<file path="config.mk">
export PLATFORM = sky130hd
export DESIGN_NAME = parallel_camera_frame_capture
export DESIGN_NICKNAME = d
export VERILOG_FILES = /design/src/design/pcfc_pkg.sv /design/src/design/pcfc_capture_core.sv /design/src/design/pcfc_out_buffer.sv /design/src/design/parallel_camera_frame_capture.sv
export SDC_FILE = /design/constraint.sdc
export NUM_CORES = 1
export LEC_CHECK = 0
export BUFFER_PORTS_ARGS = -buffer_cell sky130_fd_sc_hd__clkbuf_2
export CAP_MARGIN = 15
export CORE_ASPECT_RATIO = 0.75
export CORE_MARGIN = 3
export CORE_UTILIZATION = 35
export CTS_CLUSTER_DIAMETER = 60
export DETAILED_ROUTE_END_ITERATION = 10
export GPL_TIMING_DRIVEN = 0
export PLACE_DENSITY_LB_ADDON = 0.08
export SLEW_MARGIN = 20
export SYNTH_ARGS = -nofsm -noshare
export SYNTH_HDL_FRONTEND = slang
export SYNTH_SLANG_ARGS = --single-unit
export TNS_END_PERCENT = 1
</file>
<file path="constraint.sdc">
create_clock -name clk -period 8.3 [get_ports clk]
set_clock_uncertainty 0.15 [all_clocks]
set_input_delay 0 -clock clk [delete_from_list [all_inputs] [get_ports clk]]
set_output_delay 0 -clock clk [all_outputs]
set_load 0.005 [all_outputs]
</file>
<file path="src/design/pcfc_pkg.sv">
// ----------------------------------------------------------------------------
// pcfc_pkg
// Shared types and constants for the parallel camera frame capture block.
// ----------------------------------------------------------------------------
package pcfc_pkg;

  localparam int unsigned ADDR_W    = 19;
  localparam int unsigned COL_W     = 10;
  localparam int unsigned ROW_W     = 9;
  localparam int unsigned BYTE_W    = 8;
  localparam int unsigned S_TDATA_W = 16;
  localparam int unsigned M_TDATA_W = 32;
  localparam int unsigned CFG_IDX_W = 2;
  localparam int unsigned CFG_DAT_W = 10;

  // register indexes on the configuration channel
  localparam logic [CFG_IDX_W-1:0] REG_FRAME_WIDTH  = 2'd0;
  localparam logic [CFG_IDX_W-1:0] REG_FRAME_HEIGHT = 2'd1;

  typedef struct packed {
    logic              vsync;
    logic              href;
    logic              pclk;
    logic [BYTE_W-1:0] pixel_data;
  } pin_sample_t;

  typedef struct packed {
    logic [ADDR_W-1:0] write_address;
    logic [BYTE_W-1:0] write_byte;
    logic              frame_done;
  } result_t;

  typedef struct packed {
    logic [COL_W-1:0] width;
    logic [ROW_W-1:0] height;
  } frame_cfg_t;

endpackage

</file>
<file path="src/design/pcfc_capture_core.sv">
// ----------------------------------------------------------------------------
// pcfc_capture_core
// Frame/line tracking and byte capture; one pin sample per step.
// ----------------------------------------------------------------------------
module pcfc_capture_core
  import pcfc_pkg::*;
#(
  parameter int unsigned MAX_WIDTH  = 640,
  parameter int unsigned MAX_HEIGHT = 480
) (
  input  logic        clk,
  input  logic        rst,
  input  logic        step,
  input  pin_sample_t sample,
  input  frame_cfg_t  cfg,
  output logic        produce,
  output result_t     result
);

  localparam logic [1:0] PH_WAIT_HIGH = 2'd0;
  localparam logic [1:0] PH_WAIT_LOW  = 2'd1;
  localparam logic [1:0] PH_CAPTURE   = 2'd2;

  logic [1:0]        phase, phase_next;
  logic              href_before, href_before_next;
  logic              pclk_before, pclk_before_next;
  logic              pending, pending_next;
  logic [COL_W-1:0]  column_count, column_count_next;
  logic [ROW_W-1:0]  row_count, row_count_next;
  logic [ADDR_W-1:0] row_base, row_base_next;

  logic [COL_W-1:0]  eff_width;
  logic [ROW_W-1:0]  eff_height;
  logic [COL_W-1:0]  col;
  logic              pclk_rise;

  // clamp to the build-time maxima
  assign eff_width  = ({1'b0, cfg.width} > (COL_W + 1)'(MAX_WIDTH)) ?
                      COL_W'(MAX_WIDTH) : cfg.width;
  assign eff_height = ({1'b0, cfg.height} > (ROW_W + 1)'(MAX_HEIGHT)) ?
                      ROW_W'(MAX_HEIGHT) : cfg.height;
  assign pclk_rise  = sample.pclk && !pclk_before;
  assign col        = (sample.href && !href_before) ? '0 : column_count;

  always_comb begin
    phase_next        = phase;
    href_before_next  = href_before;
    pclk_before_next  = pclk_before;
    pending_next      = pending;
    column_count_next = column_count;
    row_count_next    = row_count;
    row_base_next     = row_base;
    produce           = 1'b0;
    result            = '0;
    unique case (phase)
      PH_WAIT_HIGH: begin
        if (sample.vsync) begin
          phase_next = PH_WAIT_LOW;
        end
      end
      PH_CAPTURE: begin
        if (pending) begin
          // second byte of the pair: only waits for its pclk edge
          if (pclk_rise) begin
            pending_next = 1'b0;
          end
          pclk_before_next = sample.pclk;
        end else begin
          column_count_next = col;
          if (sample.href) begin
            if (pclk_rise) begin
              if (col < eff_width) begin
                produce              = 1'b1;
                result.write_address = row_base + ADDR_W'(col);
                result.write_byte    = sample.pixel_data;
                column_count_next    = col + 1'b1;
              end
              pending_next = 1'b1;
            end
            pclk_before_next = sample.pclk;
          end
          if (!sample.href && href_before) begin
            row_count_next = row_count + 1'b1;
            row_base_next  = row_base + ADDR_W'(eff_width);
            if (row_count_next >= eff_height) begin
              produce           = 1'b1;
              result.frame_done = 1'b1;
              phase_next        = PH_WAIT_HIGH;
            end
          end
          href_before_next = sample.href;
        end
      end
      default: begin
        // waiting for vsync low; arms the frame
        if (!sample.vsync) begin
          phase_next        = PH_CAPTURE;
          href_before_next  = 1'b0;
          pclk_before_next  = 1'b0;
          pending_next      = 1'b0;
          column_count_next = '0;
          row_count_next    = '0;
          row_base_next     = '0;
          if (eff_height == '0) begin
            produce           = 1'b1;
            result.frame_done = 1'b1;
            phase_next        = PH_WAIT_HIGH;
          end
        end
      end
    endcase
  end

  always_ff @(posedge clk) begin
    if (rst) begin
      phase        <= PH_WAIT_HIGH;
      href_before  <= 1'b0;
      pclk_before  <= 1'b0;
      pending      <= 1'b0;
      column_count <= '0;
      row_count    <= '0;
      row_base     <= '0;
    end else if (step) begin
      phase        <= phase_next;
      href_before  <= href_before_next;
      pclk_before  <= pclk_before_next;
      pending      <= pending_next;
      column_count <= column_count_next;
      row_count    <= row_count_next;
      row_base     <= row_base_next;
    end
  end

`ifndef SYNTHESIS
  a_result_phase: assert property (@(posedge clk) disable iff (rst)
    step && produce |-> phase == PH_CAPTURE || phase == PH_WAIT_LOW)
    else $error("result outside an armed frame");

  a_done_rearms: assert property (@(posedge clk) disable iff (rst)
    step && produce && result.frame_done |=> phase == PH_WAIT_HIGH)
    else $error("frame done without return to vsync wait");

  a_write_skips: assert property (@(posedge clk) disable iff (rst)
    step && produce && !result.frame_done |=> pending)
    else $error("byte written without skipping its pair");
`endif

endmodule

</file>
<file path="src/design/pcfc_out_buffer.sv">
// ----------------------------------------------------------------------------
// pcfc_out_buffer
// Output register with a skid stage for the result word channel.
// ----------------------------------------------------------------------------
module pcfc_out_buffer
  import pcfc_pkg::*;
(
  input  logic    clk,
  input  logic    rst,
  input  logic    push,
  input  result_t push_word,
  output logic    space,
  output logic    m_tvalid,
  input  logic    m_tready,
  output result_t m_word
);

  logic    skid_valid;
  result_t skid_word;
  logic    pop;

  assign pop   = m_tvalid && m_tready;
  assign space = !skid_valid;

  always_ff @(posedge clk) begin
    if (rst) begin
      m_tvalid   <= 1'b0;
      skid_valid <= 1'b0;
    end else if (skid_valid) begin
      if (pop) begin
        m_word     <= skid_word;
        skid_valid <= 1'b0;
      end
    end else if (push && (!m_tvalid || pop)) begin
      m_word   <= push_word;
      m_tvalid <= 1'b1;
    end else if (push) begin
      skid_word  <= push_word;
      skid_valid <= 1'b1;
    end else if (pop) begin
      m_tvalid <= 1'b0;
    end
  end

`ifndef SYNTHESIS
  a_skid_behind_main: assert property (@(posedge clk) disable iff (rst)
    skid_valid |-> m_tvalid)
    else $error("skid word held with empty output register");

  a_no_overrun: assert property (@(posedge clk) disable iff (rst)
    push |-> !skid_valid)
    else $error("word pushed into a full buffer");

  a_stall_to_skid: assert property (@(posedge clk) disable iff (rst)
    push && m_tvalid && !m_tready |=> skid_valid)
    else $error("stalled word not caught by skid stage");
`endif

endmodule

</file>
<file path="src/design/parallel_camera_frame_capture.sv">
// ----------------------------------------------------------------------------
// parallel_camera_frame_capture
// Captures bytes from sampled parallel camera pins into frame buffer writes.
// ----------------------------------------------------------------------------
// s_* : one pin sample per word (vsync, href, pclk, data bus), normally one
//       every clock. Each accepted word goes into an input register, is
//       processed once the buffer has space and may yield one result word.
// m_* : result words: a frame buffer write (address, byte) or, with tuser
//       set, an end-of-frame marker carrying address and byte of zero.
// cfg_*: register writes (frame width, frame height), always ready; apply
//       them while the block is idle. Unknown indexes are ignored.
// Path: sample into the input register, result into the output register.
// Throughput: one sample per clock while m_tready is high; the state update
//       for a sample is a single registered pass, so nothing iterates.
// Stalls: a stalled result sits in the output register and a second one in
//       the skid stage; s_tready drops only once the skid stage is full.
// Reset: synchronous; all state returns to waiting for vsync high, the
//       width and height registers return to 640 and 480, buffers empty.
// ----------------------------------------------------------------------------
module parallel_camera_frame_capture
  import pcfc_pkg::*;
#(
  parameter int unsigned MAX_WIDTH  = 640,
  parameter int unsigned MAX_HEIGHT = 480
) (
  input  logic                 clk,
  input  logic                 rst,
  input  logic                 s_tvalid,
  output logic                 s_tready,
  // [0] vsync, [1] href, [2] pclk, [10:3] pixel_data, rest zero
  input  logic [S_TDATA_W-1:0] s_tdata,
  output logic                 m_tvalid,
  input  logic                 m_tready,
  // [18:0] write_address, [26:19] write_byte, rest zero
  output logic [M_TDATA_W-1:0] m_tdata,
  // [0] frame_done
  output logic                 m_tuser,
  input  logic                 cfg_valid,
  output logic                 cfg_ready,
  input  logic [CFG_IDX_W-1:0] cfg_index,
  input  logic [CFG_DAT_W-1:0] cfg_data
);

  frame_cfg_t  cfg;
  logic        in_valid;
  pin_sample_t in_sample;
  logic        advance;
  logic        space;
  logic        produce;
  result_t     result;
  result_t     m_word;

  assign cfg_ready = 1'b1;

  always_ff @(posedge clk) begin
    if (rst) begin
      cfg.width  <= COL_W'(640);
      cfg.height <= ROW_W'(480);
    end else if (cfg_valid && cfg_ready) begin
      unique case (cfg_index)
        REG_FRAME_WIDTH:  cfg.width  <= cfg_data[COL_W-1:0];
        REG_FRAME_HEIGHT: cfg.height <= cfg_data[ROW_W-1:0];
        default: ;
      endcase
    end
  end

  // input register
  assign advance  = in_valid && space;
  assign s_tready = !in_valid || advance;

  always_ff @(posedge clk) begin
    if (rst) begin
      in_valid <= 1'b0;
    end else if (s_tready) begin
      in_valid <= s_tvalid;
    end
    if (s_tvalid && s_tready) begin
      in_sample.vsync      <= s_tdata[0];
      in_sample.href       <= s_tdata[1];
      in_sample.pclk       <= s_tdata[2];
      in_sample.pixel_data <= s_tdata[10:3];
    end
  end

  pcfc_capture_core #(
    .MAX_WIDTH  (MAX_WIDTH),
    .MAX_HEIGHT (MAX_HEIGHT)
  ) u_core (
    .clk     (clk),
    .rst     (rst),
    .step    (advance),
    .sample  (in_sample),
    .cfg     (cfg),
    .produce (produce),
    .result  (result)
  );

  pcfc_out_buffer u_out (
    .clk       (clk),
    .rst       (rst),
    .push      (advance && produce),
    .push_word (result),
    .space     (space),
    .m_tvalid  (m_tvalid),
    .m_tready  (m_tready),
    .m_word    (m_word)
  );

  assign m_tdata = {{(M_TDATA_W - ADDR_W - BYTE_W){1'b0}},
                    m_word.write_byte, m_word.write_address};
  assign m_tuser = m_word.frame_done;

endmodule
</file>
### Word-level counts from Yosys, hierarchy flattened

Index checks and enable logic that the tools add are counted.

| operators by class | value |
|---|---|
| add/subtract/negate cells | 4 |
| $lt $le $gt $ge | 4 |
| equality and inequality tests | 11 |
| muxes and demuxes | 62 |
| bitwise logic cells | 4 |
| reductions and logical operators | 31 |

Operators with widths:

| kind | count |
|---|---|
| two-way mux 28 bit | 4 |
| two-way mux 27 bit | 4 |
| two-way mux 10 bit | 7 |
| two-way mux 19 bit | 3 |
| adder 19 x 10 -> 19 bit | 2 |
| one-hot mux 19 bit (2 select lines) | 1 |
| two-way mux 9 bit | 4 |
| two-way mux 1 bit | 25 |
| one-hot mux 10 bit (2 select lines) | 1 |
| one-hot mux 9 bit (2 select lines) | 1 |
| two-way mux 2 bit | 6 |
| AND reduction 4 bit | 3 |
| adder 10 x 1 -> 10 bit (second input constant) | 1 |
| > comparator 10 bit (second input constant) | 1 |
| < comparator 10 bit | 1 |
| one-hot mux 1 bit (2 select lines) | 5 |
| adder 9 x 1 -> 9 bit (second input constant) | 1 |
| >= comparator 9 bit | 1 |
| > comparator 9 bit (second input constant) | 1 |
| logical NOT 9 bit | 1 |
| AND reduction 3 bit | 3 |
| logical AND 1 bit | 8 |
| inequality test 2 bit (second input constant) | 4 |
| logical NOT 1 bit | 6 |
| 13 further kinds | 22 |

| word-level totals | value |
|---|---|
| register bits | 132 |
| logic and storage cells | 138 |

### Longest topological paths before layout

Gate-level depths: netlist (run 1).

| depth | value |
|---|---|
| depth in word-level cells | 15 |
| mapped depth | 12 |
| gate-level depth less buffers | 12 |

### By module

Synthesis (run 1) repeated with hierarchy kept, for this count alone.

| second synthesis, totals | value |
|---|---|
| cells, all modules | 725 |
| area, all modules | 7,355.8 sq um |

Modules (own cells, without submodules):

| module | instances | cells each | area an instance (sq um) | sequential area each (sq um) |
|---|---|---|---|---|
| pcfc_capture_core | 1 | 520 | 3,854.9 | 860.8 |
| pcfc_out_buffer | 1 | 101 | 2,262.2 | 1,721.7 |
| parallel_camera_frame_capture | 1 | 104 | 1,238.7 | 730.7 |

### Worst setup path before layout (run 1)

Ideal clock, no wire load.

| timing | value |
|---|---|
| path kind | register to register |
| start point | reg, netlist name cfg[12] |
| end point | reg u_out.skid_word[0] in the netlist's numbering, enable pin |
| setup time | 454 ps |
| data arrival time | 4,686 ps |
| slack | 3,010 ps |
| cell stages (with the launch flop) | 12 |
| cells stage by stage | dfxtp_1 -> nor4_1 -> a21boi_0 -> o21ai_0 -> nand2_1 -> ha_1 -> a211oi_1 -> nor2_1 -> a2111oi_4 -> o21a_4 -> a21oi_2 -> nor3b_1 |

| on the way | value |
|---|---|
| longest elaborated chain between the ends | 14 |

Ends and longest elaborated chain:

| what | line | source |
|---|---|---|
| > comparator 10 bit | pcfc_capture_core.sv:38 | `assign eff_width = ({1'b0, cfg.width} > (COL_W + 1)'(MAX_WIDTH)) ?` |
| two-way mux 10 bit * | pcfc_capture_core.sv:38 |  |
| < comparator 10 bit * | pcfc_capture_core.sv:72 | `if (col < eff_width) begin` |
| two-way mux 1 bit * | pcfc_capture_core.sv:72 |  |
| two-way mux 1 bit * | pcfc_capture_core.sv:71 | `if (pclk_rise) begin` |
| two-way mux 1 bit * | pcfc_capture_core.sv:70 | `if (sample.href) begin` |
| two-way mux 1 bit | pcfc_capture_core.sv:85 | `if (row_count_next >= eff_height) begin` |
| two-way mux 1 bit * | pcfc_capture_core.sv:82 | `if (!sample.href && href_before) begin` |
| two-way mux 1 bit * | pcfc_capture_core.sv:62 | `if (pending) begin` |
| one-hot mux 1 bit (2 select lines) * | pcfc_capture_core.sv:55 | `unique case (phase)` |
| logical AND 1 bit * | parallel_camera_frame_capture.sv:102 | `.push (advance && produce),` |
| logical AND 1 bit | pcfc_out_buffer.sv:34 | `end else if (push && (!m_tvalid \|\| pop)) begin` |
| NOT 1 bit (no line) | -- |  |
| AND reduction 4 bit (no line) * | -- |  |
| end signal: assignment | pcfc_out_buffer.sv:38 | `skid_word <= push_word;` |
| end: declaration | pcfc_out_buffer.sv:19 | `result_t skid_word;` |

Mark *: on every way between the ends. The rest lies on a longest branch, timed or not.
A chain may end at the register's enable or synchronous reset.

### Worst setup path after layout (run 1)

| timing | value |
|---|---|
| start point | reg, netlist name cfg[12] |
| end point | reg, netlist name u_out.m_word[18] |

| on the way | value |
|---|---|
| longest elaborated chain between the ends | 14 |

Ends and longest elaborated chain:

| what | line |
|---|---|
| > comparator 10 bit | pcfc_capture_core.sv:38 |
| two-way mux 10 bit * | pcfc_capture_core.sv:38 |
| < comparator 10 bit * | pcfc_capture_core.sv:72 |
| two-way mux 1 bit * | pcfc_capture_core.sv:72 |
| two-way mux 1 bit * | pcfc_capture_core.sv:71 |
| two-way mux 1 bit * | pcfc_capture_core.sv:70 |
| two-way mux 1 bit | pcfc_capture_core.sv:85 |
| two-way mux 1 bit * | pcfc_capture_core.sv:82 |
| two-way mux 1 bit * | pcfc_capture_core.sv:62 |
| one-hot mux 1 bit (2 select lines) * | pcfc_capture_core.sv:55 |
| logical AND 1 bit * | parallel_camera_frame_capture.sv:102 |
| logical AND 1 bit * | pcfc_out_buffer.sv:34 |
| nonzero test 2 bit (no line) * | -- |
| AND reduction 3 bit (no line) * | -- |

Marked as above.

==> results of run 1 <==
==> final cells by class <==
class | instances | area, sq um | area share (%)
multi-input combinational | 542 | 3590 | 41.3
sequential | 132 | 3310 | 38.0
timing repair buffer | 93 | 636 | 7.29
clock buffer | 17 | 425 | 4.88
tap | 253 | 317 | 3.63
buffer | 36 | 168 | 1.92
clock inverter | 15 | 166 | 1.91
inverter | 25 | 93.8 | 1.08
==> metrics by stage <==
step | power, mW | setup WS (ns) | cell area, sq um
after floorplan | 0.753 | 3.01 | 7150
after global placement | 0.780 | 1.34 | 7750
after CTS | 1.56 | 3.39 | 8710
after detailed placement | 0.782 | 3.43 | 7810
after global routing | 1.59 | 3.07 | 8710
final | 1.54 | 3.50 | 8710
==> placed cells by master (no fill, tap or decap), types with 9 or more instances in the layout <==
| cell | netlist | routed |
|---|---|---|
| dfxtp_1 | 65 | 65 |
| xnor2_1 | 16 | 16 |
| clkbuf_1 | 22 | 22 |
| nand3b_1 | 10 | 10 |
| a21oi_1 | 47 | 47 |
| and3_1 | 20 | 20 |
| nor2_1 | 63 | 63 |
| clkbuf_2 | 0 | 56 |
| nand2_1 | 76 | 76 |
| edfxtp_1 | 67 | 67 |
| ha_1 | 40 | 40 |
| o21ai_0 | 38 | 38 |
| a211o_1 | 9 | 9 |
| xor2_1 | 16 | 16 |
| mux2_2 | 12 | 12 |
| buf_4 | 8 | 14 |
| o31ai_1 | 19 | 19 |
| a21o_1 | 10 | 10 |
| clkbuf_16 | 0 | 17 |
| and2_1 | 10 | 10 |
| nand3_1 | 22 | 22 |
| mux2i_1 | 10 | 10 |
| nor2b_1 | 12 | 12 |
| nor3_1 | 11 | 11 |
| dlygate4sd3_1 | 0 | 31 |
| inv_1 | 25 | 25 |
==> power by group through the flow <==
stage / Clock, mW / Combinational, mW / Sequential (mW)
finish: 0.759 / 0.0851 / 0.694
global route: 0.804 / 0.0942 / 0.695
global placement: 0 / 0.0720 / 0.708
CTS: 0.776 / 0.0848 / 0.694
detailed placement: 0 / 0.0736 / 0.709
floorplan: 0 / 0.0467 / 0.707
==> routing by layer <==
metal	global-route usage [%]	vias to the layer above	share of wire [%]
li1	-	2895	-
met1	26.0	2859	51
met2	25.4	132	43
met3	4.42	19	4.3
met4	5.77	0	1.4
met5	0	-	0
==> tightest hold or removal path, cell delays in order <==
cell and delay (ns):
clkbuf_1 0.33, a21oi_1 0.10, nand3_1 0.07, o21ai_0 0.06
==> kinds of logic (layout without fill, tap and decap cells) <==
logic type,count (synthesis),in the layout,synth area share (%)
AOI/OAI and AO/OA,177,177,16.7
and+or+nand+nor,263,263,18.4
DFF,132,132,46.4
buffers and inverters,61,186,3.66
other,2,6,0.105
adders and majority gates,42,42,7.57
muxes,22,22,3.30
xor gates and xnor gates,32,32,3.93
==> worst min path at each step <==
| stage | to | from | cells after the start | slack [ns] |
|---|---|---|---|---|
| after floorplan | in_sample[0] | s_tdata[3] | 0 | -0.05 |
| after global placement | in_sample[0] | s_tdata[3] | 1 | 0.03 |
| after detailed placement | in_sample[7] | s_tdata[10] | 1 | 0.03 |
| after CTS | u_out.skid_valid | rst | 4 | 0.02 |
| after global routing | u_core.row_base[9] | rst | 3 | 0.08 |
| final | u_out.skid_valid | rst | 4 | 0.05 |
==> sequential cells by signal, summed over array words and instances (netlist names) <==
signal and flops:
u_out.skid_word 28, u_core.row_count 9, u_out.skid_valid 1, u_out.m_word 28
u_core.row_base 19, u_out.m_tvalid 1, cfg 19, in_sample 11
u_core.column_count 10, u_core.pclk_before 1, u_core.phase 2, u_core.pending 1
u_core.href_before 1, in_valid 1
==> flow_summary.json, run 1 <==
{
  "hold_slack_ns": 0.0457,
  "drt-total-wl_um": 19100,
  "fillCellCount": 1865,
  "clk_latency_ns": 0.42,
  "rsz0062_at_grt": "no",
  "syn_avg_cell_area_sq_um": 9.76,
  "cp-end-kind": "flip-flop",
  "drtPass1Iterations": 6,
  "io_pins": 69,
  "portBuffers": 56,
  "seqPwrFrac_pct": 45.1,
  "drive_gt1_share_pct": 15.0,
  "fin_nets": 922,
  "routed_via_density": 5.31,
  "stdcell_count": 1113,
  "r2r_cells": 14,
  "tritoncts": "built",
  "synth_ff_type": "edfxtp_1",
  "cap_violations": 0,
  "worst-setup-path-type": "reg2reg",
  "reg2reg_from": "cfg[12]",
  "n_antenna_cell": 0,
  "synthArstFlopShare_pct": 0,
  "internal_power_mw": 1.15,
  "yosys.area.top_type": "edfxtp_1",
  "crit_arrival_ns": 4.77,
  "worst_pin_slew_ns": 0.680,
  "cts.clk_slew.worst_paths_ns": 0.06,
  "gp_congestion": 0.853,
  "track_usage_pct": 17.7,
  "drtIter0Drc": 369,
  "yosys-top-cells-count": "nand2_1 (76), edfxtp_1 (67), dfxtp_1 (65)",
  "ys_seq_area_share_pct": 46.4,
  "area_growth_pct": 22.1,
  "ys_types": 70,
  "cp_num_cells": 14,
  "finalHoldViolCount": 0,
  "critPathBufInv": 3,
  "die-height_um": 130,
  "grt_pass1_vias": 5677,
  "max_stage_delay_ns": 0.59,
  "fp.coreArea_sq_mm": 0.0197,
  "crit_slowest_cell": "a2111oi_4",
  "p_leak_nw": 3.49,
  "synth.area.top_cells": "edfxtp_1 (28%), dfxtp_1 (18%), ha_1 (7.0%)",
  "cts_made_buffers": 17,
  "yosysWarnings": 0,
  "relSlewSlack_pct": 54.5,
  "antenna_found_initial": 0,
  "ff2ff_setup_slack_ns": 3.50,
  "min_period_ns": 4.80,
  "comb_power_share_pct": 5.5,
  "dp_hpwl_um": 14300,
  "crit_path_frequent_cell": "buf_4",
  "vias": 5905,
  "antenna_left": 0,
  "swShare_pct": 25.3,
  "pwr-share-clk_pct": 49.3,
  "worstPathMaxFanout": 12,
  "dp.cells": 1050,
  "overflow": 0,
  "final_util_pct": 44.3,
  "ys_ff_latch": 132,
  "clock-sinks": 132,
  "crit_chain": "nor4_1 -> a21boi_0 -> o21ai_0 -> nand2_1 -> ha_1 -> a211oi_1 -> nor2_1 -> a2111oi_4 -> o21a_4 -> a21oi_2 -> a2111oi_4 -> buf_4 -> buf_4 -> buf_4",
  "postSynthCellCount": 731,
  "ctsHoldBuffers": 31,
  "hold_path.class": "in2reg",
  "core.rowCount": 44,
  "setup_violations": 0,
  "wl_per_cell_um": 17.2,
  "critPathLaunch": "cfg[12]",
  "critical_path.top_delay_family": "compound AO/OA/AOI/OAI gates",
  "cts_resized": 0,
  "post_cts_buffers": 0,
  "die_x_um": 171,
  "yosys.area.top_type_share_pct": 28.2,
  "synth_edf_count": 67,
  "critPathRequiredTime_ns": 8.27,
  "crit_end": "u_out.m_word[18]",
  "status": "finished, final reports clean",
  "syn-cell-area_sq_mm": 0.00714,
  "timing.fmax_ghz": 0.208,
  "grt_max_degree": 17,
  "cts_root_buf": "clkbuf_16",
  "start_util_pct": 36.3,
  "cts_buffer_depth": 2,
  "timing.rr.end": "u_out.m_word[18]",
  "finalMaxSlewViolations": 0,
  "grt_first_pass_wirelength_um": 30300,
  "yosysMostFrequentCell": "nand2_1",
  "die_area_sq_mm": 0.0222,
  "tns_ns": 0,
  "period_share_pct": 57.8,
  "htreeDepth": 4,
  "pwr_density_cell_mw_per_mm2": 177,
  "drc": 0,
  "critPathLaunchType": "flip-flop",
  "switchingPower_uw": 389,
  "vdd_drop_max_uv": 78.1
}
(Power assumes the default switching activity.)
==> inputs of run 2 (changes only) <==
==> constraint.sdc (replaced) <==
create_clock -name clk -period 4.7 [get_ports clk]
set_clock_uncertainty 0.15 [all_clocks]
set_input_delay 0 -clock clk [delete_from_list [all_inputs] [get_ports clk]]
set_output_delay 0 -clock clk [all_outputs]
set_load 0.005 [all_outputs]
==> flow_summary.json, run 2 (synthesis gave the netlist of run 1 again) <==
{
  "worstPathMaxFanout": 12,
  "cts_buffer_depth": 2,
  "rsz0062_at_grt": "no",
  "critical_path.top_delay_family": "compound AO/OA/AOI/OAI gates",
  "fillCellCount": 1886,
  "die_area_sq_mm": 0.0222,
  "timing.fmax_ghz": 0.232,
  "period_share_pct": 91.5,
  "start_util_pct": 36.3,
  "tritoncts": "built",
  "cts.clk_slew.worst_paths_ns": 0.07,
  "critPathLaunch": "cfg[12]",
  "hold_path.class": "in2reg",
  "track_usage_pct": 18.1,
  "crit_arrival_ns": 4.28,
  "die-height_um": 130,
  "crit_slowest_cell": "a2111oi_4",
  "core.rowCount": 44,
  "cts_root_buf": "clkbuf_16",
  "fin_nets": 925,
  "r2r_cells": 14,
  "htreeDepth": 4,
  "drive_gt1_share_pct": 15.4,
  "drtPass1Iterations": 5,
  "hold_slack_ns": 0.0404,
  "grt_max_degree": 17,
  "cap_violations": 0,
  "finalHoldViolCount": 0,
  "critPathLaunchType": "flip-flop",
  "io_pins": 69,
  "largestRegisters": "u_out.m_word: 28 flops, u_out.skid_word: 28 flops",
  "worst-setup-path-type": "reg2reg",
  "drtIter0Drc": 389,
  "placed_cell_area_sq_mm": 0.00780,
  "wl_per_cell_um": 17.4,
  "stdcell_area_sq_mm": 0.00877,
  "vias": 5882,
  "hold_start": "rst",
  "total_power_mw": 2.77,
  "timing.rr.end": "u_out.m_word[14]",
  "relSlewSlack_pct": 47.7,
  "critPathRequiredTime_ns": 4.68,
  "grt_first_pass_wirelength_um": 31000,
  "fin_ws_ns": 0.397,
  "p_leak_nw": 3.54,
  "crit_end": "u_out.m_word[14]",
  "cp-end-kind": "flip-flop",
  "area_growth_pct": 22.9,
  "vdd_drop_max_uv": 207,
  "antenna_found_initial": 0,
  "ff2ff_setup_slack_ns": 0.40,
  "clock-sinks": 132,
  "place_ws_ns": -0.205,
  "routed_via_density": 5.27,
  "finalMaxSlewViolations": 0,
  "dp_hpwl_um": 14400,
  "portBuffers": 56,
  "worst_pin_slew_ns": 0.782,
  "setup_violations": 0,
  "pwr_density_cell_mw_per_mm2": 316,
  "min_period_ns": 4.30,
  "drt-total-wl_um": 19500,
  "overflow": 0,
  "cp_num_cells": 14,
  "clk_latency_ns": 0.43,
  "most-common-layout-cells": "nand2_1 (76), edfxtp_1 (67), dfxtp_1 (65)",
  "n_antenna_cell": 0,
  "critPathBufInv": 3,
  "die_x_um": 171,
  "layout_commonest_cell": "nand2_1",
  "fp.coreArea_sq_mm": 0.0197,
  "tns_ns": 0,
  "crit_path_frequent_cell": "buf_4",
  "cts_made_buffers": 17,
  "drc": 0,
  "antenna_left": 0,
  "gp_congestion": 0.878,
  "grt_pass1_vias": 5746,
  "max_stage_delay_ns": 0.55,
  "reg2reg_from": "cfg[12]",
  "crit_chain": "nor4_1 -> a21boi_0 -> o21ai_1 -> nand2_1 -> ha_1 -> a211oi_1 -> nor2_1 -> a2111oi_4 -> o21a_4 -> a21oi_2 -> a2111oi_4 -> buf_4 -> buf_4 -> buf_4",
  "status": "finished, final reports clean"
}
run 2: worst min path at each step:
stage	end	slack, ns	cells past startpoint
5_1_grt	u_out.skid_valid	0.07	4
4_1_cts	u_out.skid_valid	0.006	4
3_5_place_dp	in_sample[8]	0.03	1
6_report	u_out.skid_valid	0.04	4
2_1_floorplan	in_sample[0]	-0.05	0
3_3_place_gp	in_sample[1]	0.03	1
run 2: layout make-up:
cell class | instances | area (sq um) | area share, %
tap | 253 | 317 | 3.61
buffer | 36 | 168 | 1.91
inverter | 25 | 93.8 | 1.07
clock inverter | 15 | 184 | 2.10
sequential | 132 | 3310 | 37.8
timing repair buffer | 96 | 672 | 7.66
clock buffer | 17 | 425 | 4.85
multi-input combinational | 542 | 3600 | 41.0
run 2: per-layer routing:
metal / up-vias / GRT usage (%) / wire length [um]
met2: 151 / 27.2 / 8380
met4: 0 / 4.07 / 235
met3: 20 / 4.30 / 916
met1: 2800 / 26.4 / 9930
li1: 2911 / - / -
met5: - / 0 / 0
run 2: worst min-delay path: cells and delay by family:
family,cells,cell delay [ns]
buf+inv,1,0.22
simple gates,1,0.07
compound gates,2,0.29
run 2: what timing repair did:
| item | 4_1_cts | 5_1_grt |
|---|---|---|
| pin swaps | 1 | 2 |
| endpoints found under the hold margin | 33 | 0 |
| hold buffers | 30 | 0 |
| endpoints found under the setup margin | 12 | 40 |
| gates resized for setup | 0 | 1 |
| buffers inserted | 2 | 5 |
run 2: report_power, final:
part	switching, mW	internal, mW	leakage [nW]
combinational	0.0902	0.0606	2.06
sequential	0.0116	1.22	1.18
clock	0.584	0.808	0.295
run 2: metrics by stage:
step                util [%]  cells
floorplan                  -    735
global placement        39.5   1044
detailed placement      39.7   1047
CTS                     44.4   1111
global route            44.6   1116
finish                  44.6   1116
